==> config.mk <==
export PLATFORM = sky130hd
export DESIGN_NAME = positional_list_insert_delete_top
export DESIGN_NICKNAME = d
export VERILOG_FILES = /design/src/rtl/core/plid_pkg.sv /design/src/rtl/core/plid_ram.sv /design/src/rtl/core/plid_seq.sv /design/src/rtl/core/positional_list_insert_delete_top.sv
export SDC_FILE = /design/constraint.sdc
export NUM_CORES = 1
export LEC_CHECK = 0
export BUFFER_PORTS_ARGS = -buffer_cell sky130_fd_sc_hd__buf_2
export CAP_MARGIN = 20
export CORE_ASPECT_RATIO = 0.6
export CORE_MARGIN = 2
export CORE_UTILIZATION = 55
export DETAILED_ROUTE_END_ITERATION = 6
export HOLD_SLACK_MARGIN = 0.03
export PLACE_DENSITY_LB_ADDON = 0.15
export RECOVER_POWER = 100
export SLEW_MARGIN = 15
export SYNTH_ARGS = -nofsm -noshare
export SYNTH_HDL_FRONTEND = slang
export SYNTH_HIERARCHICAL = 1
export SYNTH_SLANG_ARGS = --single-unit
==> constraint.sdc <==
create_clock -name clk -period 15.5 [get_ports clk]
set_clock_uncertainty 0.2 [all_clocks]
set_input_delay 3.1 -clock clk [delete_from_list [all_inputs] [get_ports clk]]
set_output_delay 3.1 -clock clk [all_outputs]
set_load 0.02 [all_outputs]
==> src/rtl/core/plid_pkg.sv <==
`timescale 1ns / 1ps
`default_nettype none

package plid_pkg;

    localparam int DEPTH   = 16;
    localparam int IDX_W   = (DEPTH > 1) ? $clog2(DEPTH) : 1;
    localparam int CNT_W   = $clog2(DEPTH + 1);
    localparam int KIND_W  = 3;
    localparam int POS_W   = 6;
    localparam int VAL_W   = 32;
    localparam int STAT_W  = 2;
    localparam int TOT_W   = 5;
    localparam int S_DATA_W = 40;
    localparam int M_DATA_W = 40;
    localparam int CMP_W   = (CNT_W + 1 > POS_W + 1) ? CNT_W + 1 : POS_W + 1;

    typedef enum logic [KIND_W-1:0] {
        K_TRAVERSE  = 3'd0,
        K_INS_FRONT = 3'd1,
        K_INS_BACK  = 3'd2,
        K_INS_POS   = 3'd3,
        K_DEL_FRONT = 3'd4,
        K_DEL_BACK  = 3'd5,
        K_DEL_POS   = 3'd6
    } kind_t;

    typedef enum logic [STAT_W-1:0] {
        ST_OK      = 2'd0,
        ST_INVALID = 2'd1,
        ST_EMPTY   = 2'd2,
        ST_FULL    = 2'd3
    } status_t;

    typedef enum logic [2:0] {
        S_IDLE,
        S_SHR,
        S_SHW,
        S_TRD,
        S_TLD,
        S_OUT
    } seq_state_t;

    typedef struct packed {
        logic             we;
        logic [IDX_W-1:0] waddr;
        logic [VAL_W-1:0] wdata;
        logic [IDX_W-1:0] raddr;
    } ram_req_t;

endpackage

`default_nettype wire

==> src/rtl/core/plid_ram.sv <==
`timescale 1ns / 1ps
`default_nettype none

module plid_ram (
    input  wire logic                      clk,
    input  wire plid_pkg::ram_req_t        req,
    output logic [plid_pkg::VAL_W-1:0]     rdata
);
    import plid_pkg::*;

    logic [VAL_W-1:0] mem [DEPTH];

    always_ff @(posedge clk)
    begin
        if (req.we)
        begin
            mem[req.waddr] <= req.wdata;
        end
    end

    always_ff @(posedge clk)
    begin
        rdata <= mem[req.raddr];
    end

endmodule

`default_nettype wire

==> src/rtl/core/plid_seq.sv <==
`timescale 1ns / 1ps
`default_nettype none

module plid_seq (
    input  wire logic                          clk,
    input  wire logic                          rst_n,
    input  wire logic                          s_tvalid,
    output logic                               s_tready,
    input  wire logic [plid_pkg::S_DATA_W-1:0] s_tdata,
    input  wire logic [plid_pkg::KIND_W-1:0]   s_tuser,
    output logic                               m_tvalid,
    input  wire logic                          m_tready,
    output logic [plid_pkg::M_DATA_W-1:0]      m_tdata,
    output logic [plid_pkg::STAT_W-1:0]        m_tuser,
    output logic                               m_tlast,
    output plid_pkg::ram_req_t                 ram_req,
    input  wire logic [plid_pkg::VAL_W-1:0]    ram_rdata
);
    import plid_pkg::*;

    seq_state_t       state_reg, state_next;
    logic [CNT_W-1:0] cnt_reg, cnt_next;
    logic [IDX_W-1:0] idx_reg, idx_next;
    logic [IDX_W-1:0] tgt_reg, tgt_next;
    logic             ins_reg, ins_next;
    logic             trav_reg, trav_next;
    logic [VAL_W-1:0] val_reg, val_next;

    status_t          status_reg, status_next;
    logic [VAL_W-1:0] elem_reg, elem_next;
    logic             last_reg, last_next;
    logic [TOT_W-1:0] total_reg, total_next;

    logic [POS_W-1:0] in_pos;
    logic [VAL_W-1:0] in_val;
    kind_t            in_kind;
    logic [CMP_W-1:0] pos_w, cnt_w;
    logic [CNT_W-1:0] step_w;
    logic             full, empty;

    assign in_pos  = s_tdata[POS_W-1:0];
    assign in_val  = s_tdata[POS_W+VAL_W-1:POS_W];
    assign in_kind = kind_t'(s_tuser);
    assign pos_w   = CMP_W'(in_pos);
    assign cnt_w   = CMP_W'(cnt_reg);
    assign full    = (cnt_reg >= CNT_W'(DEPTH));
    assign empty   = (cnt_reg == '0);

    // Shared index unit: walks down for an insert, up for a delete or a traverse.
    assign step_w = ins_reg ? CNT_W'(idx_reg) - CNT_W'(1) : CNT_W'(idx_reg) + CNT_W'(1);

    always_ff @(posedge clk or negedge rst_n)
    begin
        if (!rst_n)
        begin
            state_reg <= S_IDLE;
            cnt_reg   <= '0;
        end
        else
        begin
            state_reg <= state_next;
            cnt_reg   <= cnt_next;
        end
    end

    always_ff @(posedge clk)
    begin
        idx_reg    <= idx_next;
        tgt_reg    <= tgt_next;
        ins_reg    <= ins_next;
        trav_reg   <= trav_next;
        val_reg    <= val_next;
        status_reg <= status_next;
        elem_reg   <= elem_next;
        last_reg   <= last_next;
        total_reg  <= total_next;
    end

    always_comb
    begin
        state_next  = state_reg;
        cnt_next    = cnt_reg;
        idx_next    = idx_reg;
        tgt_next    = tgt_reg;
        ins_next    = ins_reg;
        trav_next   = trav_reg;
        val_next    = val_reg;
        status_next = status_reg;
        elem_next   = elem_reg;
        last_next   = last_reg;
        total_next  = total_reg;
        ram_req.we    = 1'b0;
        ram_req.waddr = idx_reg;
        ram_req.wdata = ram_rdata;
        ram_req.raddr = step_w[IDX_W-1:0];
        s_tready    = 1'b0;
        m_tvalid    = 1'b0;

        case (state_reg)
            S_IDLE:
            begin
                s_tready = 1'b1;
                if (s_tvalid)
                begin
                    val_next   = in_val;
                    trav_next  = 1'b0;
                    ins_next   = 1'b0;
                    // Rejected requests produce a single result straight away.
                    elem_next  = '0;
                    last_next  = 1'b1;
                    total_next = TOT_W'(cnt_reg);
                    state_next = S_OUT;
                    case (in_kind)
                        K_TRAVERSE:
                        begin
                            if (empty)
                            begin
                                status_next = ST_EMPTY;
                            end
                            else
                            begin
                                trav_next  = 1'b1;
                                idx_next   = '0;
                                state_next = S_TRD;
                            end
                        end
                        K_INS_FRONT, K_INS_BACK, K_INS_POS:
                        begin
                            if (in_kind == K_INS_POS &&
                                (pos_w == '0 || pos_w > cnt_w + CMP_W'(1)))
                            begin
                                status_next = ST_INVALID;
                            end
                            else if (full)
                            begin
                                status_next = ST_FULL;
                            end
                            else
                            begin
                                ins_next   = 1'b1;
                                idx_next   = IDX_W'(cnt_reg);
                                state_next = S_SHR;
                                case (in_kind)
                                    K_INS_FRONT: tgt_next = '0;
                                    K_INS_BACK:  tgt_next = IDX_W'(cnt_reg);
                                    default:     tgt_next = IDX_W'(pos_w - CMP_W'(1));
                                endcase
                            end
                        end
                        K_DEL_FRONT, K_DEL_BACK, K_DEL_POS:
                        begin
                            if (empty)
                            begin
                                status_next = ST_EMPTY;
                            end
                            else if (in_kind == K_DEL_POS && (pos_w == '0 || pos_w > cnt_w))
                            begin
                                status_next = ST_INVALID;
                            end
                            else
                            begin
                                state_next = S_SHR;
                                case (in_kind)
                                    K_DEL_FRONT: idx_next = '0;
                                    K_DEL_BACK:  idx_next = IDX_W'(cnt_reg - CNT_W'(1));
                                    default:     idx_next = IDX_W'(pos_w - CMP_W'(1));
                                endcase
                            end
                        end
                        default:
                        begin
                            status_next = ST_INVALID;
                        end
                    endcase
                end
            end

            S_SHR:
            begin
                if (ins_reg ? (idx_reg > tgt_reg) : (step_w < cnt_reg))
                begin
                    state_next = S_SHW;
                end
                else
                begin
                    // Shifting is done: place the new value or drop the tail slot.
                    if (ins_reg)
                    begin
                        ram_req.we    = 1'b1;
                        ram_req.waddr = tgt_reg;
                        ram_req.wdata = val_reg;
                        cnt_next      = cnt_reg + CNT_W'(1);
                    end
                    else
                    begin
                        cnt_next = cnt_reg - CNT_W'(1);
                    end
                    status_next = ST_OK;
                    elem_next   = '0;
                    last_next   = 1'b1;
                    total_next  = TOT_W'(cnt_next);
                    state_next  = S_OUT;
                end
            end

            S_SHW:
            begin
                ram_req.we = 1'b1;
                idx_next   = step_w[IDX_W-1:0];
                state_next = S_SHR;
            end

            S_TRD:
            begin
                ram_req.raddr = idx_reg;
                state_next    = S_TLD;
            end

            S_TLD:
            begin
                status_next = ST_OK;
                elem_next   = ram_rdata;
                last_next   = (step_w == cnt_reg);
                total_next  = TOT_W'(cnt_reg);
                state_next  = S_OUT;
            end

            S_OUT:
            begin
                m_tvalid = 1'b1;
                if (m_tready)
                begin
                    if (trav_reg && !last_reg)
                    begin
                        idx_next   = step_w[IDX_W-1:0];
                        state_next = S_TRD;
                    end
                    else
                    begin
                        state_next = S_IDLE;
                    end
                end
            end

            default:
            begin
                state_next = S_IDLE;
            end
        endcase
    end

    assign m_tdata = {{(M_DATA_W - VAL_W - TOT_W){1'b0}}, total_reg, elem_reg};
    assign m_tuser = status_reg;
    assign m_tlast = last_reg;

endmodule

`default_nettype wire

==> src/rtl/core/positional_list_insert_delete_top.sv <==
`timescale 1ns / 1ps
`default_nettype none

// Channel   Dir  Handshake          Payload
// s_*       in   s_tvalid/s_tready  tuser: kind; tdata: position, value
// m_*       out  m_tvalid/m_tready  tuser: status; tdata: element, entry_total; tlast
//
// One request is handled at a time; s_tready is high only while the sequencer is idle.
// An insert or delete moves each entry with a read and then a write, all through the single
// port pair of the list memory, and then holds its result until it is taken.
// A traverse reads, loads and presents each stored value in turn, stalling on m_tready.
// Reset clears the entry count and the sequencer; the list memory itself is not cleared.

module positional_list_insert_delete_top (
    input  wire logic                          clk,
    input  wire logic                          rst_n,
    input  wire logic                          s_tvalid,
    output logic                               s_tready,
    // [5:0] position, [37:6] value, [39:38] zero
    input  wire logic [plid_pkg::S_DATA_W-1:0] s_tdata,
    // [2:0] kind
    input  wire logic [plid_pkg::KIND_W-1:0]   s_tuser,
    output logic                               m_tvalid,
    input  wire logic                          m_tready,
    // [31:0] element, [36:32] entry_total, [39:37] zero
    output logic [plid_pkg::M_DATA_W-1:0]      m_tdata,
    // [1:0] status
    output logic [plid_pkg::STAT_W-1:0]        m_tuser,
    output logic                               m_tlast
);
    import plid_pkg::*;

    ram_req_t         ram_req;
    logic [VAL_W-1:0] ram_rdata;

    plid_seq u_seq (
        .clk       (clk),
        .rst_n     (rst_n),
        .s_tvalid  (s_tvalid),
        .s_tready  (s_tready),
        .s_tdata   (s_tdata),
        .s_tuser   (s_tuser),
        .m_tvalid  (m_tvalid),
        .m_tready  (m_tready),
        .m_tdata   (m_tdata),
        .m_tuser   (m_tuser),
        .m_tlast   (m_tlast),
        .ram_req   (ram_req),
        .ram_rdata (ram_rdata)
    );

    plid_ram u_ram (
        .clk   (clk),
        .req   (ram_req),
        .rdata (ram_rdata)
    );

endmodule

`default_nettype wire

# ---- Word-level counts from Yosys, hierarchy flattened
# Memory sizes are Yosys's and may differ from the RTL's. A register that Yosys moved wholly into a read port is not among the register bits.
# Cells that the tools add are included.
dict set report classes {
  bitwise_logic 4
  reduce_logical 22
  muxes 55
  addsub 6
  order_cmp 5
  eq_ne 25
}
# operator n
set ops {}
lappend ops {{case mux 32 bit (3 select lines)} 1}
lappend ops {{two-way mux 37 bit} 2}
lappend ops {{two-way mux 32 bit} 2}
lappend ops {{two-way mux 36 bit} 1}
lappend ops {{two-way mux 4 bit} 9}
lappend ops {{two-way mux 3 bit} 8}
lappend ops {{case mux 4 bit (3 select lines)} 2}
lappend ops {{two-way mux 5 bit} 4}
lappend ops {{case mux 3 bit (6 select lines)} 1}
lappend ops {{two-way mux 2 bit} 8}
lappend ops {{case mux 4 bit (2 select lines)} 2}
lappend ops {{== test 3 bit, second input constant} 5}
lappend ops {{inequality test 3 bit, second input constant} 5}
lappend ops {{case mux 5 bit (3 select lines)} 1}
lappend ops {{== test 3 x 2 -> 1 bit, second input constant} 4}
lappend ops {{case mux 2 bit (3 select lines)} 2}
lappend ops {{AND reduction 10 bit} 1}
lappend ops {{two-way mux 1 bit} 9}
lappend ops {{case mux 3 bit (3 select lines)} 1}
lappend ops {{inequality test 4 x 2 -> 1 bit, second input constant} 2}
lappend ops {{zero test 7 bit} 1}
lappend ops {{adder 5 x 1 -> 6 bit, second input constant} 1}
lappend ops {{== test 3 x 1 -> 1 bit, second input constant} 2}
lappend ops {{greater-than comparator 6 x 5 -> 1 bit} 1}
lappend ops {{29 further kinds} 42}
dict set report word_totals {
  ram_bits 512
  mem_count 1
  in_bits 47
  ff_bits 90
  elab_cells 129
}
# memory depth word_bits read_ports rd_clocked_by_memory_dff wr line_no
set mem_list {}
lappend mem_list {u_ram.mem 16 32 1 1 1 plid_ram.sv:11} ;# logic [VAL_W-1:0] mem [DEPTH];

# ---- Depth between registers and ports, before layout
dict set report logic_depth {
  ltp_word 8
  ltp_mapped 11
  mapped_depth_nobuf 11
}

# ---- By module
# The synthesis kept the hierarchy.
# mod instances seq_area_each_um2 cells_each area_each_um2
set by_module_without_submodules {}
lappend by_module_without_submodules {plid_ram 1 16015.4 838 19835.3}
lappend by_module_without_submodules {plid_seq 1 2662.6 405 4922.2}

# ---- Worst setup path after synthesis
# No wires, ideal clock.
dict set report synth_path {
  path_kind {input-to-reg}
  start {input s_tvalid}
  end {register u_seq.elem_reg[0], enable pin}
  slack_ns 9.996
  path_stages 4
  n_path_buf 0
  t_arrival_ns 4.871
  cell_sequence {nor2_1 nor2_1 a21oi_1 nor2_1}
}
dict set report synth_via {
  elab_chain_len 2
}
# item line_no
set synth_lines {}
lappend synth_lines {{start, declared} positional_list_insert_delete_top.sv:17} ;# input wire logic s_tvalid,
lappend synth_lines {{inequality test 2 bit (no line)} -}
lappend synth_lines {{AND reduction 3 bit (no line)} -}
lappend synth_lines {{end signal, assigned} plid_seq.sv:74} ;# elem_reg <= elem_next;
lappend synth_lines {{end, declared} plid_seq.sv:30} ;# logic [VAL_W-1:0] elem_reg, elem_next;
# Every way passes these cells.
# A chain may end at the register's enable or synchronous reset.

==> qor.csv <==
metric,value,unit
top_register,u_ram/mem,
cts.hold.buffers_added,0,
die_h,168,um
seq_area,18700,um2
p_seq_share,43.3,%
worstPathMaxFanout,45,
yosysSeqAreaShare,75.4,%
cts_tree,done,
antenna_found_initial,0,
wl_per_cell,27.0,um
finalSetupViolations,0,
synth_warnings,6,
critPathRequiredTime,15.75,ns
post-place-cells,1886,
maxCapViolations,28,
dpl_worst_slack,9.74,ns
postSynthAreaPerCell,19.9,um2
cts_root_buf,clkbuf_16,
endpoint_kind,flop,
peakVddDrop,0.173,mV
critPathSlowestCell,clkbuf_1,
powerDensity,206,nW/um2
path_buf_inv,3,
cp-start-kind,flop,
setup-tns-final,0,ns
combPwrFrac,32.9,%
num_vias,12100,
finalCriticalPeriod,9.07,ns
synthTopCellsByCount,"594 x edfxtp_1, 128 x mux4_2, 66 x a22oi_1",
p_leak,8.95,nW
max-clock-path-buffers,3,
grt_overflow,0,
tightest_slew,3.68,ns
core,44600,um2
relSlewSlack,-146,%
crit_family,buffers and inverters,
h-tree-depth,2,
async_reset_ff_share,1.26,%
diodes,0,
hold_violations,0,
drv_slew,738,
nets,1430,
multi_input_area,5760,um2
p_sw_share,33.1,%
hold_start,u_ram/rdata[6],
start_util,55.5,%
violations,"max-capacitance violations, max-slew violations",
worstPathArrival,9.32,ns
fin_ws,6.43,ns
syn2layout_area_growth,11.2,%
power.switching,1.88,mW
grt_pass1_wl,80000,um
worstSkewPairLatency,0.59,ns
cp-startpoint,u_seq/state_reg[0],
cts_resized,0,
track_usage,23.3,%
cts_setup_buffers,0,
path_cells,nor2b_1 > nand2_1 > xnor2_2 > clkbuf_1 > clkbuf_1 > buf_4 > mux4_2 > a22oi_1 > nand2_1,
drc,0,
hp-class,flop to flop,
syn-cell-area,24800,um2
port_buffers,86,
netlist.area_leader.share,72.0,%
grt_max_degree,70,
yosysMostFrequentCell,edfxtp_1,
gp_congestion,0.864,
syn_inst,1243,
timing.final.crit_share,58.5,%
rsz0062_at_grt,false,
power_frac_clock,23.9,%
r2r_start,u_seq/state_reg[0],
yosysTopAreaCell,edfxtp_1,
numClockSinks,634,
die_x,278,um
cts_buffers,55,
stdcell_count,1988,
largest_register_ffs,512,
synth.distinct_cells,60,
detail_route.wirelength,53700,um
path_class,flop to flop,
fin_total_pwr,5.67,mW
synth_edf_count,594,
ios,92,
fmax,110,MHz
num_rows,60,
fill_cells,3179,
dpl.hpwl,27900,um
grt_pass1_vias,12300,
drtIter0Drc,1385,
dieArea,46800,um2
drive_gt1_share,19.8,%
drt_pre_antenna_iters,5,
cpPeakStageDelay,2.76,ns
outcome,finished with violations,
cts.clk_slew.worst_paths,0.06,ns
intPower,3.79,mW
vias_per_cell,6.11,
ys.flop_type,edfxtp_1,
ys_ff_latch,634,
r2r_slack,6.43,ns
ant_nets,0,
ys_top_cells_by_area,"edfxtp_1 72%, mux4_2 12%, dfxtp_1 2.6%, a22oi_1 2.0%, mux2_2 1.8%",
## worst paths after layout
kind | cells past startpoint | to
setup / recovery | 9 | u_ram/rdata[24]
hold / removal | 1 | u_seq/elem_reg[6]
setup reg to reg | 9 | u_ram/rdata[24]
hold reg to reg | 1 | u_seq/elem_reg[6]
max in group asynchronous | 1 | u_seq/state_reg[0]
min in group asynchronous | 1 | u_seq/cnt_reg[3]
## per-layer routing
layer  part of all wire [%]  GRT usage [%]
met1                     45           35.7
met2                     46           35.9
met3                    7.2           4.47
met4                    1.2           4.28
met5                      0              0
## metrics by stage
step	hold WS [ns]	area, um2	util, %
after CTS	0.330	27800	62.3
after detailed placement	0.315	26000	58.3
after global routing	0.341	27500	61.7
after floorplan	0.299	24800	-
final	0.327	27500	61.7
after global placement	0.308	26000	58.3
## final cells by class
| cell class | instances | area share [%] |
|---|---|---|
| clock buffer | 77 | 5.74 |
| clock inverter | 25 | 0.768 |
| inverter | 19 | 0.259 |
| multi-input combinational | 529 | 20.9 |
| sequential | 634 | 67.8 |
| tap | 589 | 2.68 |
| timing repair buffer | 115 | 1.81 |
## kinds of logic after synthesis
logic type	after synthesis	share of synthesized area, %
AOI/OAI and AO/OA	135	3.72
xor gates and xnor gates	14	0.495
adders and majority gates	29	1.50
buffers and inverters	82	1.58
DFF	634	75.4
muxes	170	13.5
other	1	0.0151
and+or+nand+nor	178	3.70
## power by group through the flow
stage / logic (mW) / registers, mW / clock network, mW
3_5_place_dp: 1.91 / 2.48 / 0
3_3_place_gp: 1.88 / 2.47 / 0
2_1_floorplan: 1.26 / 2.51 / 0
4_1_cts: 1.92 / 2.44 / 1.38
6_report: 1.86 / 2.46 / 1.35
5_1_grt: 2.04 / 2.47 / 1.44
## cell usage in the layout (no fill, tap or decap), types with 10 or more instances in the layout
cell | synthesis | layout
xnor2_1 | 13 | 12
edfxtp_1 | 594 | 594
mux4_2 | 128 | 128
nand2_1 | 60 | 60
inv_1 | 19 | 19
clkbuf_1 | 27 | 84
ha_1 | 28 | 28
a21oi_1 | 15 | 16
mux2_1 | 1 | 36
nor3_1 | 13 | 13
buf_2 | 10 | 38
nor2_1 | 33 | 26
and2_0 | 0 | 29
o21ai_0 | 24 | 24
clkbuf_16 | 0 | 57
a22oi_1 | 66 | 66
clkinv_2 | 0 | 10
dfxtp_1 | 32 | 32
No activity file was read; power rests on OpenSTA's default activity.
